### config.mk
export PLATFORM = sky130hd
export DESIGN_NAME = stl_outbuf
export DESIGN_NICKNAME = d
export VERILOG_FILES = /design/src/stl_pkg.sv /design/src/stl_outbuf.sv
export VERILOG_INCLUDE_DIRS = /design/src /design/src/src
export SDC_FILE = /design/constraint.sdc
export NUM_CORES = 1
export LEC_CHECK = 0
export BUFFER_PORTS_ARGS = -buffer_cell sky130_fd_sc_hd__buf_2
export CAP_MARGIN = 20
export CORE_UTILIZATION = 30
export DETAILED_ROUTE_END_ITERATION = 16
export GPL_TIMING_DRIVEN = 0
export PLACE_DENSITY = 0.66
export SYNTH_ARGS = -nofsm -noshare
export SYNTH_HDL_FRONTEND = slang
export SYNTH_SLANG_ARGS = --single-unit
### constraint.sdc
create_clock -name clk -period 1.35 [get_ports clk]
set_input_delay 0.27 -clock clk [delete_from_list [all_inputs] [get_ports clk]]
set_output_delay 0.27 -clock clk [all_outputs]
set_load 0.1 [all_outputs]
### src/script_source_tokenizer_defines.svh
// Assertion helpers shared by the tokenizer modules.
`ifndef SCRIPT_SOURCE_TOKENIZER_DEFINES_SVH
`define SCRIPT_SOURCE_TOKENIZER_DEFINES_SVH

// Same-cycle implication, sampled on clk, off during reset.
`define STL_ASSERT_NOW(label, ante, cons) \
    label: assert property (@(posedge clk) disable iff (!rst_n) (ante) |-> (cons)) \
        else $error("tokenizer assertion failed");

// Next-cycle implication, sampled on clk, off during reset.
`define STL_ASSERT_NEXT(label, ante, cons) \
    label: assert property (@(posedge clk) disable iff (!rst_n) (ante) |=> (cons)) \
        else $error("tokenizer assertion failed");

`endif

### src/stl_pkg.sv
`default_nettype none
package stl_pkg;

    localparam int LINE_BITS = 16;
    localparam int MAX_RES = 4;

    localparam logic [3:0] CLS_IDENT    = 4'd0;
    localparam logic [3:0] CLS_NUMBER   = 4'd1;
    localparam logic [3:0] CLS_STRING   = 4'd2;
    localparam logic [3:0] CLS_CHAR     = 4'd3;
    localparam logic [3:0] CLS_OPERATOR = 4'd4;
    localparam logic [3:0] CLS_PUNCT    = 4'd5;
    localparam logic [3:0] CLS_AT_NAME  = 4'd6;
    localparam logic [3:0] CLS_EOF      = 4'd7;
    localparam logic [3:0] CLS_ERROR    = 4'd8;

    localparam logic [2:0] ERR_NONE       = 3'd0;
    localparam logic [2:0] ERR_NO_NAME    = 3'd1;
    localparam logic [2:0] ERR_OPEN_STR   = 3'd2;
    localparam logic [2:0] ERR_BAD_CHAR   = 3'd3;
    localparam logic [2:0] ERR_UNEXPECTED = 3'd4;
    localparam logic [2:0] ERR_OPEN_BLOCK = 3'd5;

    typedef enum logic [3:0] {
        M_IDLE, M_HASH, M_LINECOM, M_BLOCK, M_BLOCKBAR, M_IDENT, M_NUM,
        M_NUMEXPSTART, M_NUMEXP, M_DOT, M_AT, M_STR, M_STRESC, M_CHR,
        M_CHRESC, M_OP
    } mode_t;

    typedef struct packed {
        mode_t                mode;
        logic [7:0]           held0;
        logic [7:0]           held1;
        logic [1:0]           held_count;
        logic [LINE_BITS-1:0] line;
        logic [LINE_BITS-1:0] block_line;
        logic                 stopped;
        logic [7:0]           pend_ch;
        logic                 pend_ok;
        logic                 pend_first;
    } lex_state_t;

    typedef struct packed {
        logic [3:0]           cls;
        logic [7:0]           ch;
        logic                 ok;
        logic                 first;
        logic                 fin;
        logic [LINE_BITS-1:0] line;
        logic [2:0]           err;
    } res_t;

    typedef res_t [MAX_RES-1:0] res_vec_t;

    typedef struct packed {
        res_vec_t   res;
        logic [2:0] cnt;
    } batch_t;

    function automatic lex_state_t reset_state();
        lex_state_t st;
        st = '0;
        st.mode = M_IDLE;
        st.line = LINE_BITS'(1);
        st.block_line = LINE_BITS'(1);
        return st;
    endfunction

    function automatic logic is_num_char(input logic [7:0] c);
        return c >= "0" && c <= "9";
    endfunction

    function automatic logic is_alpha(input logic [7:0] c);
        return (c >= "a" && c <= "z") || (c >= "A" && c <= "Z") || c == "_";
    endfunction

    function automatic logic is_word(input logic [7:0] c);
        return is_alpha(c) || is_num_char(c);
    endfunction

    function automatic logic is_op_start(input logic [7:0] c);
        return c inside {"=", "!", "<", ">", "&", "|", "+", "-", "*", "/", "%", "^", ":"};
    endfunction

    function automatic logic is_punct(input logic [7:0] c);
        return c inside {"(", ")", "{", "}", "[", "]", ",", ";", "?"};
    endfunction

    function automatic logic op_pair(input logic [7:0] a, input logic [7:0] c);
        logic eq_ok;
        logic dbl_ok;
        eq_ok = a inside {"=", "!", "<", ">", "+", "-", "*", "/", "%", "&", "|", "^"};
        dbl_ok = a inside {"&", "|", "+", "-", "<", ">", ":"};
        return (c == "=" && eq_ok) || (c == a && dbl_ok) || (a == "-" && c == ">");
    endfunction

    function automatic res_t mk(input logic [3:0] cls, input logic [7:0] ch,
                                input logic ok, input logic first, input logic fin,
                                input logic [LINE_BITS-1:0] ln, input logic [2:0] err);
        res_t r;
        r.cls = cls;
        r.ch = ok ? ch : 8'h00;
        r.ok = ok;
        r.first = first;
        r.fin = fin;
        r.line = ln;
        r.err = err;
        return r;
    endfunction

    function automatic void push(inout res_vec_t v, inout logic [2:0] n, input res_t r);
        if (n < 3'(MAX_RES))
        begin
            v[n[1:0]] = r;
            n = n + 3'd1;
        end
    endfunction

    function automatic void line_step(inout lex_state_t st);
        if (st.line != '1)
        begin
            st.line = st.line + 1'b1;
        end
    endfunction

    function automatic void go_idle(inout lex_state_t st);
        st.mode = M_IDLE;
        st.held_count = 2'd0;
    endfunction

    function automatic void fail(inout lex_state_t st, inout res_vec_t v, inout logic [2:0] n,
                                 input logic [2:0] code, input logic [LINE_BITS-1:0] ln);
        push(v, n, mk(CLS_ERROR, 8'h00, 1'b0, 1'b1, 1'b1, ln, code));
        st.stopped = 1'b1;
    endfunction

    function automatic void eof_out(inout lex_state_t st, inout res_vec_t v,
                                    inout logic [2:0] n);
        push(v, n, mk(CLS_EOF, 8'h00, 1'b0, 1'b1, 1'b1, st.line, ERR_NONE));
        st.stopped = 1'b1;
    endfunction

    function automatic void tok_start(inout lex_state_t st, input logic [7:0] c);
        st.pend_ch = c;
        st.pend_ok = 1'b1;
        st.pend_first = 1'b1;
    endfunction

    function automatic void tok_add(inout lex_state_t st, inout res_vec_t v, inout logic [2:0] n,
                                    input logic [3:0] cls, input logic [7:0] c);
        if (st.pend_ok)
        begin
            push(v, n, mk(cls, st.pend_ch, 1'b1, st.pend_first, 1'b0, st.line, ERR_NONE));
            st.pend_first = 1'b0;
        end
        st.pend_ch = c;
        st.pend_ok = 1'b1;
    endfunction

    function automatic void tok_finish(inout lex_state_t st, inout res_vec_t v,
                                       inout logic [2:0] n, input logic [3:0] cls);
        if (st.pend_ok)
        begin
            push(v, n, mk(cls, st.pend_ch, 1'b1, st.pend_first, 1'b1, st.line, ERR_NONE));
        end
        else
        begin
            push(v, n, mk(cls, 8'h00, 1'b0, 1'b1, 1'b1, st.line, ERR_NONE));
        end
        st.pend_ok = 1'b0;
        st.pend_first = 1'b0;
    endfunction

    function automatic void single(inout res_vec_t v, inout logic [2:0] n, input logic [3:0] cls,
                                   input logic [7:0] c, input logic [LINE_BITS-1:0] ln);
        push(v, n, mk(cls, c, 1'b1, 1'b1, 1'b1, ln, ERR_NONE));
    endfunction

    function automatic void idle_f(inout lex_state_t st, inout res_vec_t v,
                                   inout logic [2:0] n, input logic [7:0] c);
        if (c == 8'h0A)
        begin
            line_step(st);
        end
        else if (c == " " || c == 8'h09 || c == 8'h0D)
        begin
            st.mode = M_IDLE;
        end
        else if (c == "#")
        begin
            st.mode = M_HASH;
        end
        else if (c == "@")
        begin
            tok_start(st, c);
            st.mode = M_AT;
        end
        else if (c == "\"")
        begin
            st.pend_ok = 1'b0;
            st.pend_first = 1'b1;
            st.mode = M_STR;
        end
        else if (c == "'")
        begin
            st.held_count = 2'd0;
            st.mode = M_CHR;
        end
        else if (is_num_char(c))
        begin
            tok_start(st, c);
            st.mode = M_NUM;
        end
        else if (c == ".")
        begin
            st.mode = M_DOT;
        end
        else if (is_alpha(c))
        begin
            tok_start(st, c);
            st.mode = M_IDENT;
        end
        else if (c == "~")
        begin
            single(v, n, CLS_OPERATOR, c, st.line);
        end
        else if (is_op_start(c))
        begin
            st.held0 = c;
            st.held_count = 2'd1;
            st.mode = M_OP;
        end
        else if (is_punct(c))
        begin
            single(v, n, CLS_PUNCT, c, st.line);
        end
        else
        begin
            fail(st, v, n, ERR_UNEXPECTED, st.line);
        end
    endfunction

    function automatic void feed_core(inout lex_state_t st, inout res_vec_t v,
                                      inout logic [2:0] n, input logic [7:0] c);
        logic [7:0] h0;
        h0 = st.held0;
        case (st.mode)
            M_IDLE:
            begin
                idle_f(st, v, n, c);
            end
            M_HASH:
            begin
                if (c == "|")
                begin
                    st.block_line = st.line;
                    st.mode = M_BLOCK;
                end
                else if (c == 8'h0A)
                begin
                    go_idle(st);
                    idle_f(st, v, n, c);
                end
                else
                begin
                    st.mode = M_LINECOM;
                end
            end
            M_LINECOM:
            begin
                if (c == 8'h0A)
                begin
                    go_idle(st);
                    idle_f(st, v, n, c);
                end
            end
            M_BLOCK, M_BLOCKBAR:
            begin
                if (c == 8'h0A)
                begin
                    line_step(st);
                    st.mode = M_BLOCK;
                end
                else if (c == "|")
                begin
                    st.mode = M_BLOCKBAR;
                end
                else if (c == "#" && st.mode == M_BLOCKBAR)
                begin
                    go_idle(st);
                end
                else
                begin
                    st.mode = M_BLOCK;
                end
            end
            M_IDENT:
            begin
                if (is_word(c))
                begin
                    tok_add(st, v, n, CLS_IDENT, c);
                end
                else
                begin
                    tok_finish(st, v, n, CLS_IDENT);
                    go_idle(st);
                    idle_f(st, v, n, c);
                end
            end
            M_AT:
            begin
                if (is_word(c))
                begin
                    tok_add(st, v, n, CLS_AT_NAME, c);
                end
                else if (st.pend_first)
                begin
                    fail(st, v, n, ERR_NO_NAME, st.line);
                end
                else
                begin
                    tok_finish(st, v, n, CLS_AT_NAME);
                    go_idle(st);
                    idle_f(st, v, n, c);
                end
            end
            M_NUM:
            begin
                if (is_num_char(c) || c == ".")
                begin
                    tok_add(st, v, n, CLS_NUMBER, c);
                end
                else if (c == "e" || c == "E")
                begin
                    st.held0 = c;
                    st.held_count = 2'd1;
                    st.mode = M_NUMEXPSTART;
                end
                else
                begin
                    tok_finish(st, v, n, CLS_NUMBER);
                    go_idle(st);
                    idle_f(st, v, n, c);
                end
            end
            M_NUMEXPSTART:
            begin
                if (is_num_char(c))
                begin
                    tok_add(st, v, n, CLS_NUMBER, st.held0);
                    if (st.held_count == 2'd2)
                    begin
                        tok_add(st, v, n, CLS_NUMBER, st.held1);
                    end
                    tok_add(st, v, n, CLS_NUMBER, c);
                    st.held_count = 2'd0;
                    st.mode = M_NUMEXP;
                end
                else if (st.held_count == 2'd1 && (c == "+" || c == "-"))
                begin
                    st.held1 = c;
                    st.held_count = 2'd2;
                end
            end
            M_NUMEXP:
            begin
                if (is_num_char(c))
                begin
                    tok_add(st, v, n, CLS_NUMBER, c);
                end
                else
                begin
                    tok_finish(st, v, n, CLS_NUMBER);
                    go_idle(st);
                    idle_f(st, v, n, c);
                end
            end
            M_DOT:
            begin
                go_idle(st);
                if (is_num_char(c))
                begin
                    tok_start(st, ".");
                    tok_add(st, v, n, CLS_NUMBER, c);
                    st.mode = M_NUM;
                end
                else
                begin
                    single(v, n, CLS_PUNCT, ".", st.line);
                    idle_f(st, v, n, c);
                end
            end
            M_STR:
            begin
                if (c == "\\")
                begin
                    st.mode = M_STRESC;
                end
                else if (c == "\"")
                begin
                    tok_finish(st, v, n, CLS_STRING);
                    go_idle(st);
                end
                else
                begin
                    if (c == 8'h0A)
                    begin
                        line_step(st);
                    end
                    tok_add(st, v, n, CLS_STRING, c);
                end
            end
            M_STRESC:
            begin
                st.mode = M_STR;
                if (c == "n")
                begin
                    tok_add(st, v, n, CLS_STRING, 8'h0A);
                end
                else if (c == "t")
                begin
                    tok_add(st, v, n, CLS_STRING, 8'h09);
                end
                else if (c == "r")
                begin
                    tok_add(st, v, n, CLS_STRING, 8'h0D);
                end
                else if (c == "\\" || c == "\"" || c == "'")
                begin
                    tok_add(st, v, n, CLS_STRING, c);
                end
                else
                begin
                    tok_add(st, v, n, CLS_STRING, "\\");
                    tok_add(st, v, n, CLS_STRING, c);
                end
            end
            M_CHR:
            begin
                if (st.held_count == 2'd0)
                begin
                    if (c == "\\")
                    begin
                        st.mode = M_CHRESC;
                    end
                    else
                    begin
                        st.held0 = c;
                        st.held_count = 2'd1;
                    end
                end
                else if (c == "'")
                begin
                    single(v, n, CLS_CHAR, st.held0, st.line);
                    go_idle(st);
                end
                else
                begin
                    fail(st, v, n, ERR_BAD_CHAR, st.line);
                end
            end
            M_CHRESC:
            begin
                if (c == "n")
                begin
                    st.held0 = 8'h0A;
                end
                else if (c == "t")
                begin
                    st.held0 = 8'h09;
                end
                else
                begin
                    st.held0 = c;
                end
                st.held_count = 2'd1;
                st.mode = M_CHR;
            end
            default:
            begin
                if (st.held_count == 2'd2)
                begin
                    go_idle(st);
                    push(v, n, mk(CLS_OPERATOR, h0, 1'b1, 1'b1, 1'b0, st.line, ERR_NONE));
                    if (c == "=")
                    begin
                        push(v, n, mk(CLS_OPERATOR, h0, 1'b1, 1'b0, 1'b0, st.line, ERR_NONE));
                        push(v, n, mk(CLS_OPERATOR, c, 1'b1, 1'b0, 1'b1, st.line, ERR_NONE));
                    end
                    else
                    begin
                        push(v, n, mk(CLS_OPERATOR, h0, 1'b1, 1'b0, 1'b1, st.line, ERR_NONE));
                        idle_f(st, v, n, c);
                    end
                end
                else if ((h0 == "<" || h0 == ">") && c == h0)
                begin
                    st.held_count = 2'd2;
                end
                else if (op_pair(h0, c))
                begin
                    go_idle(st);
                    push(v, n, mk(CLS_OPERATOR, h0, 1'b1, 1'b1, 1'b0, st.line, ERR_NONE));
                    push(v, n, mk(CLS_OPERATOR, c, 1'b1, 1'b0, 1'b1, st.line, ERR_NONE));
                end
                else
                begin
                    go_idle(st);
                    single(v, n, (h0 == ":") ? CLS_PUNCT : CLS_OPERATOR, h0, st.line);
                    idle_f(st, v, n, c);
                end
            end
        endcase
    endfunction

    function automatic void end_core(inout lex_state_t st, inout res_vec_t v,
                                     inout logic [2:0] n);
        case (st.mode)
            M_IDLE, M_HASH, M_LINECOM:
            begin
                eof_out(st, v, n);
            end
            M_BLOCK, M_BLOCKBAR:
            begin
                fail(st, v, n, ERR_OPEN_BLOCK, st.block_line);
            end
            M_IDENT:
            begin
                tok_finish(st, v, n, CLS_IDENT);
                eof_out(st, v, n);
            end
            M_NUM, M_NUMEXP:
            begin
                tok_finish(st, v, n, CLS_NUMBER);
                eof_out(st, v, n);
            end
            M_AT:
            begin
                if (st.pend_first)
                begin
                    fail(st, v, n, ERR_NO_NAME, st.line);
                end
                else
                begin
                    tok_finish(st, v, n, CLS_AT_NAME);
                    eof_out(st, v, n);
                end
            end
            M_DOT:
            begin
                single(v, n, CLS_PUNCT, ".", st.line);
                eof_out(st, v, n);
            end
            M_STR, M_STRESC:
            begin
                fail(st, v, n, ERR_OPEN_STR, st.line);
            end
            M_CHR, M_CHRESC:
            begin
                fail(st, v, n, ERR_BAD_CHAR, st.line);
            end
            M_OP:
            begin
                if (st.held_count == 2'd2)
                begin
                    push(v, n, mk(CLS_OPERATOR, st.held0, 1'b1, 1'b1, 1'b0, st.line, ERR_NONE));
                    push(v, n, mk(CLS_OPERATOR, st.held0, 1'b1, 1'b0, 1'b1, st.line, ERR_NONE));
                end
                else
                begin
                    single(v, n, (st.held0 == ":") ? CLS_PUNCT : CLS_OPERATOR, st.held0,
                           st.line);
                end
                eof_out(st, v, n);
            end
            default:
            begin
                st.stopped = 1'b1;
            end
        endcase
        st.stopped = 1'b1;
    endfunction

    // Drop a failed exponent: close the number and relex the held bytes.
    function automatic void exp_unwind(inout lex_state_t st, inout res_vec_t v,
                                       inout logic [2:0] n);
        logic [7:0] h0;
        logic [7:0] h1;
        logic       two;
        h0 = st.held0;
        h1 = st.held1;
        two = (st.held_count == 2'd2);
        tok_finish(st, v, n, CLS_NUMBER);
        go_idle(st);
        idle_f(st, v, n, h0);
        if (two)
        begin
            feed_core(st, v, n, h1);
        end
    endfunction

    function automatic void lex_step(input lex_state_t st_in, input logic kind,
                                     input logic [7:0] c, output lex_state_t st_out,
                                     output res_vec_t v, output logic [2:0] n);
        lex_state_t st;
        logic       unwind;
        st = st_in;
        v = '0;
        n = 3'd0;
        unwind = (st.mode == M_NUMEXPSTART) &&
                 (kind || !(is_num_char(c) ||
                            (st.held_count == 2'd1 && (c == "+" || c == "-"))));
        if (!st.stopped)
        begin
            if (unwind)
            begin
                exp_unwind(st, v, n);
            end
            if (kind)
            begin
                end_core(st, v, n);
            end
            else
            begin
                feed_core(st, v, n, c);
            end
        end
        st_out = st;
    endfunction

endpackage
`default_nettype wire

### src/stl_outbuf.sv
`default_nettype none
module stl_outbuf (
    input  logic                            clk,
    input  logic                            rst_n,
    input  logic                            load,
    input  stl_pkg::batch_t                 batch,
    output logic                            take_ok,
    output logic                            out_valid,
    input  logic                            out_ready,
    output logic [3:0]                      token_class,
    output logic [7:0]                      text_char,
    output logic                            char_valid,
    output logic                            token_first,
    output logic                            token_final,
    output logic [stl_pkg::LINE_BITS-1:0]   line_number,
    output logic [2:0]                      error_code,
    output logic                            last
);
    import stl_pkg::*;

    `include "script_source_tokenizer_defines.svh"

    res_vec_t   res_reg;
    logic [2:0] rem_reg;
    logic [1:0] idx_reg;
    logic       out_fire;
    res_t       cur;

    assign out_valid = (rem_reg != 3'd0);
    assign out_fire  = out_valid && out_ready;
    assign take_ok   = !out_valid || (out_fire && rem_reg == 3'd1);
    assign cur       = res_reg[idx_reg];

    assign token_class = cur.cls;
    assign text_char   = cur.ch;
    assign char_valid  = cur.ok;
    assign token_first = cur.first;
    assign token_final = cur.fin;
    assign line_number = cur.line;
    assign error_code  = cur.err;
    assign last        = (rem_reg == 3'd1);

    always_ff @(posedge clk)
    begin
        if (load)
        begin
            res_reg <= batch.res;
        end
    end

    always_ff @(posedge clk or negedge rst_n)
    begin
        if (!rst_n)
        begin
            rem_reg <= 3'd0;
            idx_reg <= 2'd0;
        end
        else if (load)
        begin
            rem_reg <= batch.cnt;
            idx_reg <= 2'd0;
        end
        else if (out_fire)
        begin
            rem_reg <= rem_reg - 3'd1;
            idx_reg <= idx_reg + 2'd1;
        end
    end

    `STL_ASSERT_NOW(a_rem_bound, 1'b1, rem_reg <= 3'(MAX_RES))
    `STL_ASSERT_NEXT(a_idx_step, out_fire && rem_reg > 3'd1, idx_reg == $past(idx_reg) + 2'd1)
    `STL_ASSERT_NOW(a_idx_fits, out_valid, {1'b0, idx_reg} + rem_reg <= 3'(MAX_RES))

endmodule
`default_nettype wire

==> results of run 1 <==
final timing paths:
| path | endpoint | slack (ns) | cells after the start |
|---|---|---|---|
| max | line_number[9] | -0.75 | 4 |
| min | res_reg[127] | 0.03 | 1 |
| max reg2reg | idx_reg[1] | -0.33 | 7 |
| min reg2reg | rem_reg[1] | 0.73 | 3 |
| max in group asynchronous | idx_reg[1] | 1.00 | 2 |
| min in group asynchronous | idx_reg[0] | 0.21 | 2 |
cells in the final DEF, fill, tap and decap left out, types with 2 or more instances in the layout:
cell	count
clkinv_1	2
clkinvlp_4	4
inv_2	2
clkbuf_16	19
buf_12	11
ha_1	2
bufinv_16	4
nor2_1	2
buf_8	3
a21oi_2	2
inv_1	2
buf_6	31
nand2_1	2
buf_2	141
edfxtp_1	136
o21ai_0	3
clkinv_4	2
inv_6	2
nor2b_4	2
buf_4	15
mux4_2	34
clkinv_2	2
dfrtp_1	5
nor2b_1	2
report_power, final:
part / leakage (nW) / internal, mW / switching (mW)
Clock: 0.295 / 3.09 / 1.78
Combinational: 1.28 / 0.983 / 1.80
Sequential: 1.39 / 5.19 / 0.100
final cells by class:
type	count	area share
flip-flops and latches	141	0.548
repair buffers	197	0.183
multi-input cells	61	0.133
clock buffers	17	0.0554
well taps	225	0.0367
clock inverters	15	0.0254
plain buffers	9	0.0153
inverters	5	0.00293
cell families after synthesis:
family                     after synthesis  share of synthesized area
AOI/OAI and AO/OA                        8                    0.00857
and+or+nand+nor                         14                     0.0133
DFF                                    141                      0.801
adders and majority gates                3                    0.00715
buffers and inverters                   14                     0.0183
muxes                                   36                      0.151
Yosys cell counts:
library cell | instances | share of area
dfrtp_1 | 5 | 0.024
nor2b_1 | 4 | 0.0048
edfxtp_1 | 136 | 0.78
nor3_1 | 1 | 0.00095
mux4_2 | 32 | 0.14
or3_1 | 1 | 0.0012
nand2b_1 | 1 | 0.0012
inv_1 | 5 | 0.0036
mux2i_1 | 1 | 0.0019
ha_1 | 3 | 0.0071
mux4_1 | 2 | 0.010
o21ai_0 | 3 | 0.0029
o31a_1 | 1 | 0.0017
a31oi_1 | 1 | 0.0012
buf_6 | 3 | 0.0064
buf_12 | 1 | 0.0038
nand3_1 | 1 | 0.00095
a21oi_1 | 3 | 0.0029
buf_1 | 1 | 0.00071
nor2_1 | 2 | 0.0014
nand2_1 | 4 | 0.0029
buf_2 | 4 | 0.0038
mux2_2 | 1 | 0.0021
stage by stage:
stage	setup WS (ns)	setup TNS [ns]	power (mW)	area (um2)	util
floorplan	-0.596	-13.04	7.15	5320	-
global placement	-1.77	-217.74	7.66	6500	0.378
detailed placement	-0.558	-29.90	7.73	6530	0.380
CTS	-0.794	-27.84	13.0	7550	0.440
global route	-0.824	-30.05	13.4	7670	0.447
finish	-0.751	-27.15	12.9	7670	0.447
repair_timing:
action                     in CTS  in global routing
pin swaps                       5                  2
hold endpoints to repair        5                  0
buffers inserted               10                  5
resized for setup              96                  9
gates cloned                    0                  2
setup endpoints to repair      40                 41
hold buffers                    1                  0
critical path, delay by kind of cell, from the launching register on:
kind                   cells  cell delay (ns)
muxes                      1             0.50
buffers and inverters      3             0.53
DFF                        1             0.37
per-layer routing:
metal  GRT usage  vias to the layer above  part of all wire
met5           0                        -                 0
met4      0.0474                        0             0.012
met3      0.0522                       13             0.073
met2       0.221                      116              0.53
met1       0.136                     1486              0.38
li1            -                     1342                 -
==> qor.csv, run 1 <==
stage,metric,value,unit
grt,largest net degree at the start of global routing,86,
setup_path,CP endpoint kind,output pin,
setup_path,CP max stage delay,0.50,ns
cts,CTS tree,yes,
logic_synthesis,Syn Inst Count,216,
cts,clk root buf,clkbuf_16,
min_path,worst min path class,in -> reg,
logic_synthesis,Synth cell types,23,
cts,clock latency on the worst-skew pair,0.41,ns
timing,RSZ-0062 raised after global routing,yes,
timing,final setup vio count,41,
setup_path,Worst Path Required,1.08,ns
route,ANT nets after route,0,
route,DR DRC count,0,
setup_path,Setup CP Type,reg -> out,
final_layout,Fillers,1517,
run_status,outcome,"complete, but fails checks",
setup_path,cells along the critical path,buf_12 -> clkbuf_16 -> mux4_2 -> buf_6,
timing,Tmin final,2.10,ns
grt,GR Util All Layers,0.126,
floorplanning,Die Width,134,um
route,DRT Pass-1 Iters,4,
route,WL per Instance,16.6,um
floorplanning,num ports,180,
final_layout,share of cells above drive strength 1,0.631,
timing,final hold slack,0.0266,ns
floorplanning,die height,134,um
logic_synthesis,Mapped Area,5250,um2
setup_path,crit start category,flip-flop,
setup_path,Crit Reg-Reg Startpoint,rem_reg[1],
final_layout,multi-input logic area,1020,um2
floorplanning,row count,48,
final_layout,FF/Latch Area,4210,um2
pwr,PD cells,1690,nW/um2
floorplanning,area of the die,18000,um2
cts,clk buf depth,2,
pwr,Max VDD drop,0.861,mV
placed_design,Inst Count DP,621,
logic_synthesis,part of the Yosys area used for sequential elements,0.801,
run,MaxCap Viol Count,0,
final_layout,Ant. Diodes,0,
timing,max-slew violation count,0,
grt,initial antenna violation count,0,
run_status,failing checks,setup timing,
timing,Tcrit/Tclk final,1.56,
setup_path,Worst EP arrival,1.83,ns
route,Post-Route WL,11100,um
placed_design,GP Congestion,0.719,
placed_design,number of port buffers,179,
grt,vias in the first global route,3205,
grt,first-pass GRT wire length,16600,um
final_layout,max reg flops,136,
logic_synthesis,Yosys Warn Count,0,
route,1st-iter DRT viols,135,
pwr,leak pwr,2.97,nW
cts,TritonCTS buffer count,17,
setup_path,Critical-path top delay cell,mux4_2,
logic_synthesis,"FF+latch count, synth",141,
grt,global route overflow,0,
setup_path,CP Launch Point,idx_reg[0],
timing,Final Hold Vio Count,0,
logic_synthesis,synthesized area per cell,24.3,um2
timing,fmax,0.476,GHz
cts,H-tree levels,4,
final_layout,area grow syn2layout,46.1,%
placed_design,Detail Placement HPWL,7800,um
floorplanning,Initial Utilization,0.306,
min_path,hold_sp,batch[130],
setup_path,CP Max Fanout,11,
final_layout,NumNets Final,578,
timing,setup ws final,-0.751,ns
route,vias per cell,4.41,
floorplanning,core box area,17200,um2
timing,slew margin rel.,0.664,
final_layout,Post-Layout Cell Count,670,
timing,Clock Skews,0.00705,ns
timing,worst-margin pin slew,0.505,ns
logic_synthesis,Mapped Nets,362,
route,DR vias,2957,
cts,CTS Sinks,141,
cts,Clock Pin Slew Worst Setup and Hold Paths,0.06,ns
(Power assumes the default switching activity.)
==> run 2, diff against run 1 <==
Settings changed: CELL_PAD_IN_SITES_DETAIL_PLACEMENT set to 1, CELL_PAD_IN_SITES_GLOBAL_PLACEMENT set to 2, PLACE_DENSITY 0.66 to 0.82.
==> qor.csv, run 2 (same netlist as run 1, synthesis figures left out) <==
stage,metric,value,unit
grt,GR Util All Layers,0.138,
pwr,Pint,8.88,mW
setup_path,Worst EP arrival,1.87,ns
final_layout,most frequent cells in the layout,"buf_2 (141), edfxtp_1 (136), mux4_2 (34)",
timing,fmax,0.468,GHz
route,Post-Route WL,12100,um
placed_design,Detail Placement HPWL,8170,um
timing,RSZ-0062 raised after global routing,yes,
setup_path,crit start category,flip-flop,
cts,H-tree levels,4,
pwr,sw power,3.59,mW
pwr,switching share of power,0.288,
timing,Clock Skews,0.000613,ns
final_layout,share of cells above drive strength 1,0.621,
grt,vias in the first global route,3260,
setup_path,Setup CP Type,reg -> out,
setup_path,CP endpoint kind,output pin,
setup_path,Worst Path Required,1.08,ns
pwr,Gate power share,0.228,
cts,clk buf depth,2,
cts,TritonCTS buffer count,17,
cts,CTS Sinks,141,
final_layout,design area,7690,um2
run_status,failing checks,setup timing,
run_status,outcome,"complete, but fails checks",
grt,first-pass GRT wire length,17900,um
route,WL per Instance,18.1,um
final_layout,NumNets Final,580,
route,ANT nets after route,0,
floorplanning,row count,48,
pwr,PD cells,1620,nW/um2
timing,Final Hold Vio Count,0,
cts,clock latency on the worst-skew pair,0.41,ns
final_layout,max reg flops,136,
route,DRT Pass-1 Iters,4,
timing,final setup vio count,41,
final_layout,Ant. Diodes,0,
pwr,Flop pwr share,0.425,
placed_design,Post-DP Area,6530,um2
pwr,Max VDD drop,0.939,mV
min_path,worst min path class,in -> reg,
cts,Clock Pin Slew Worst Setup and Hold Paths,0.06,ns
final_layout,area grow syn2layout,46.4,%
final_layout,Fillers,1676,
grt,largest net degree at the start of global routing,82,
timing,Tcrit/Tclk final,1.58,
setup_path,CP Max Fanout,8,
floorplanning,Initial Utilization,0.306,
placed_design,number of port buffers,179,
pwr,leak pwr,2.95,nW
final_layout,"most common cell after layout, fill and taps aside",buf_2,
cts,CTS tree,yes,
floorplanning,core box area,17200,um2
floorplanning,Die Width,134,um
timing,Tmin final,2.14,ns
placed_design,GP Congestion,0.704,
cts,clk root buf,clkbuf_16,
final_layout,multi-input logic area,1040,um2
run,MaxCap Viol Count,0,
timing,max-slew violation count,0,
route,DR vias,2946,
grt,global route overflow,0,
timing,setup ws final,-0.786,ns
route,1st-iter DRT viols,130,
timing,worst-margin pin slew,0.512,ns
grt,initial antenna violation count,0,
timing,final hold slack,0.0280,ns
floorplanning,area of the die,18000,um2
floorplanning,die height,134,um
pwr,clock share of power,0.347,
route,vias per cell,4.39,
route,DR DRC count,0,
floorplanning,num ports,180,
timing,slew margin rel.,0.659,
final_layout,FF/Latch Area,4210,um2
## run 2: changes by cell type in the layout (fill, tap and decap cells not counted), moves of 2 or more
cell and change:
buf_4 -6, buf_6 +2, bufinv_16 -2, clkbuf_1 +4
clkbuf_16 +2, clkinv_1 +3, clkinv_4 -2, dlygate4sd3_1 +2
inv_6 -2
## run 2: worst paths after layout
| check | from | slack [ns] | to | depth (start not counted) |
|---|---|---|---|---|
| setup / recovery | idx_reg[0] | -0.79 | text_char[1] | 4 |
| hold / removal | batch[92] | 0.03 | res_reg[89] | 1 |
| setup reg to reg | rem_reg[1] | -0.29 | idx_reg[1] | 7 |
| hold reg to reg | rem_reg[1] | 0.73 | rem_reg[1] | 3 |
| max in group asynchronous | rst_n | 1.00 | idx_reg[0] | 2 |
| min in group asynchronous | rst_n | 0.20 | rem_reg[2] | 2 |
## run 2: power by group through the flow
| stage | sequential, mW | combinational (mW) | clock, mW |
|---|---|---|---|
| final | 5.29 | 2.84 | 4.33 |
| after global routing | 5.32 | 2.95 | 4.62 |
| after CTS | 5.30 | 2.73 | 4.46 |
| after detailed placement | 5.38 | 2.36 | 0 |
| after global placement | 5.36 | 2.31 | 0 |
| after floorplan | 5.34 | 1.81 | 0 |
## run 2: final cells by class
cell class                      count  area share
Timing Repair Buffer              199       0.193
Clock inverter                     10      0.0129
Inverter                            5     0.00293
Sequential cell                   141       0.548
Tap cell                          225      0.0366
Buffer                              9      0.0148
Clock buffer                       21      0.0573
Multi-Input combinational cell     61       0.135
## run 2: worst max-delay path: stages, from the launching register on
cell     delay (ns)
dfrtp_2        0.42
buf_12         0.15
buf_12         0.14
mux4_2         0.54
buf_12         0.19
## run 2: metal layers
metal	global-route usage	share of wire
met5	0	0
met4	0.0449	0.010
met3	0.0586	0.073
met2	0.240	0.54
met1	0.153	0.38
## run 2: metrics by stage
step / util / instances / total power [mW] / worst slack (ns) / TNS, ns
2_1_floorplan: - / 216 / 7.15 / -0.596 / -13.04
3_3_place_gp: 0.378 / 620 / 7.67 / -1.76 / -216.65
3_5_place_dp: 0.380 / 621 / 7.74 / -0.632 / -35.29
4_1_cts: 0.434 / 663 / 12.5 / -0.803 / -28.33
5_1_grt: 0.448 / 671 / 12.9 / -0.843 / -30.24
6_report: 0.448 / 671 / 12.5 / -0.786 / -28.00
## run 2: what timing repair did
item                                    CTS  global route
pin swaps                                 3             6
endpoints found under the setup margin   40            42
hold buffers                              1             2
gates resized for setup                  91            24
endpoints found under the hold margin     5             2
gates cloned                              0             4
setup buffers                            10             4
==> run 3, diff against run 2 <==
Settings changed: CORE_ASPECT_RATIO set to 2, CTS_CLUSTER_DIAMETER set to 100, PLACE_DENSITY 0.82 to 0.81.
==> qor.csv, run 3 (same netlist as run 1, synthesis figures left out) <==
stage,metric,value,unit
setup_path,most numerous cell on the critical path,buf_12,
run,MaxCap Viol Count,0,
route,ANT nets after route,0,
timing,RSZ-0062 raised after global routing,yes,
cts,clk buf depth,2,
final_layout,share of cells above drive strength 1,0.631,
timing,Tmin final,2.11,ns
final_layout,Fillers,1692,
cts,TritonCTS buffer count,17,
route,DR DRC count,0,
pwr,Max VDD drop,1.23,mV
run_status,outcome,"complete, but fails checks",
final_layout,"most common cell after layout, fill and taps aside",buf_2,
floorplanning,row count,68,
grt,Global Route met1 Usage,0.140,
grt,vias in the first global route,3457,
timing,final setup TNS,-27.25,ns
timing,max-slew violation count,0,
setup_path,"CP delay by family, top",multiplexers,
route,WL per Instance,18.9,um
timing,slew margin rel.,0.604,
timing,Final Hold Vio Count,0,
timing,Tcrit/Tclk final,1.56,
min_path,hold path cells,1,
cts,CTS tree,yes,
route,vias per cell,4.52,
setup_path,Worst EP arrival,1.84,ns
final_layout,max reg flops,136,
route,Post-Route WL,12400,um
final_layout,design area,7610,um2
pwr,leak pwr,2.94,nW
grt,initial antenna violation count,5,
grt,Top Usage Layer GRT,met2,
pwr,PD cells,1700,nW/um2
floorplanning,num ports,180,
setup_path,crit start category,flip-flop,
setup_path,CP bufs+invs,3,
grt,GR Util All Layers,0.146,
timing,worst-margin pin slew,0.594,ns
setup_path,CP max stage delay,0.54,ns
grt,first-pass GRT wire length,18500,um
placed_design,GP Congestion,0.758,
floorplanning,die height,189,um
setup_path,Setup CP Type,reg -> out,
pwr,Tot Pwr,12.9,mW
timing,final setup vio count,41,
placed_design,Post-DP Area,6510,um2
setup_path,Worst Reg2Reg Path Length in Cells,8,
setup_path,Worst Path Required,1.08,ns
setup_path,Worst path depth,4,
placed_design,Detail Placement HPWL,8800,um
cts,Clock Pin Slew Worst Setup and Hold Paths,0.06,ns
setup_path,CP endpoint kind,output pin,
route,1st-iter DRT viols,115,
floorplanning,Die Width,95.6,um
grt,global route overflow,0,
grt,largest net degree at the start of global routing,114,
cts,H-tree levels,4,
setup_path,Critical-path top delay cell,mux4_2,
cts,clk root buf,clkbuf_16,
placed_design,number of port buffers,179,
run_status,failing checks,setup timing,
floorplanning,area of the die,18100,um2
min_path,worst min path class,in -> reg,
grt,met2 Use GR,0.274,
route,DR vias,2968,
floorplanning,core box area,17200,um2
final_layout,NumNets Final,575,
cts,CTS Sinks,141,
setup_path,cells along the critical path,buf_12 -> buf_12 -> mux4_2 -> buf_6,
timing,Clock Skews,0.00135,ns
grt,met3 capacity usage during global routing,0.0313,
timing,fmax,0.474,GHz
timing,setup ws final,-0.759,ns
route,DRT Pass-1 Iters,4,
cts,clock latency on the worst-skew pair,0.40,ns
final_layout,most frequent cells in the layout,"buf_2 (141), edfxtp_1 (136), buf_6 (36)",
floorplanning,Initial Utilization,0.306,
final_layout,area grow syn2layout,44.9,%
setup_path,CP Max Fanout,10,
[run 3: changes by cell type in the layout (fill, tap and decap cells not counted), sizes merged]
| cell | before | now |
|---|---|---|
| buf | 200 | 202 |
| bufinv | 2 | 4 |
| clkbuf | 26 | 18 |
| clkinv | 6 | 7 |
| clkinvlp | 3 | 2 |
| diode | 0 | 5 |
| dlygate4sd3 | 3 | 1 |
| inv | 4 | 6 |
[run 3: area by class of cell]
class / instances / area [um2] / area share
sequential: 141 / 4210 / 0.553
timing repair buffer: 194 / 1340 / 0.177
multi-input combinational: 61 / 1020 / 0.134
clock buffer: 18 / 429 / 0.0564
tap: 210 / 263 / 0.0345
clock inverter: 14 / 193 / 0.0253
buffer: 9 / 114 / 0.0150
inverter: 5 / 22.5 / 0.00296
antenna: 5 / 12.5 / 0.00164
[run 3: per-layer routing]
layer	share of wire	wire (um)
met1	0.33	4070
met2	0.59	7380
met3	0.038	474
met4	0.041	508
met5	0	0
[run 3: power breakdown]
part           switching [mW]  total [mW]  internal (mW)
Clock                    1.77        4.87           3.10
Sequential             0.0991        5.29           5.19
Combinational            1.82        2.76          0.945
Total                    3.69        12.9           9.23
[run 3: metrics by stage]
| step | worst slack (ns) | hold slack [ns] | utilization | std cells |
|---|---|---|---|---|
| floorplan | -0.596 | -0.0256 | - | 216 |
| global placement | -1.76 | 0.0933 | 0.377 | 605 |
| detailed placement | -0.594 | 0.0932 | 0.379 | 606 |
| CTS | -0.808 | 0.0128 | 0.438 | 649 |
| global route | -0.821 | 0.0117 | 0.443 | 657 |
| finish | -0.759 | 0.0326 | 0.443 | 657 |
[run 3: worst register-to-register path, stage by stage (launching register included)]
cell and delay (ns):
dfrtp_1 0.39, inv_2 0.11, ha_4 0.15, nor2b_4 0.18, clkinvlp_4 0.21, buf_6 0.17
buf_6 0.11, nand3_2 0.07, mux2_4 0.30
[run 3: what timing repair did]
| item | in CTS | in global routing |
|---|---|---|
| pin swaps | 1 | 2 |
| hold endpoints to repair | 5 | 0 |
| hold buffers | 1 | 0 |
| setup endpoints to repair | 40 | 42 |
| resized for setup | 95 | 11 |
| buffers inserted | 10 | 4 |
[run 3: path summary, 6_finish.rpt]
check                           start     endpoint  slack (ns)
hold / removal             batch[100]  res_reg[97]        0.03
setup / recovery           idx_reg[0]  token_first       -0.76
setup reg to reg           rem_reg[1]   idx_reg[1]       -0.45
min in group asynchronous       rst_n   rem_reg[0]        0.22
max in group asynchronous       rst_n   rem_reg[1]        1.00
hold reg to reg            rem_reg[1]   rem_reg[1]        0.57
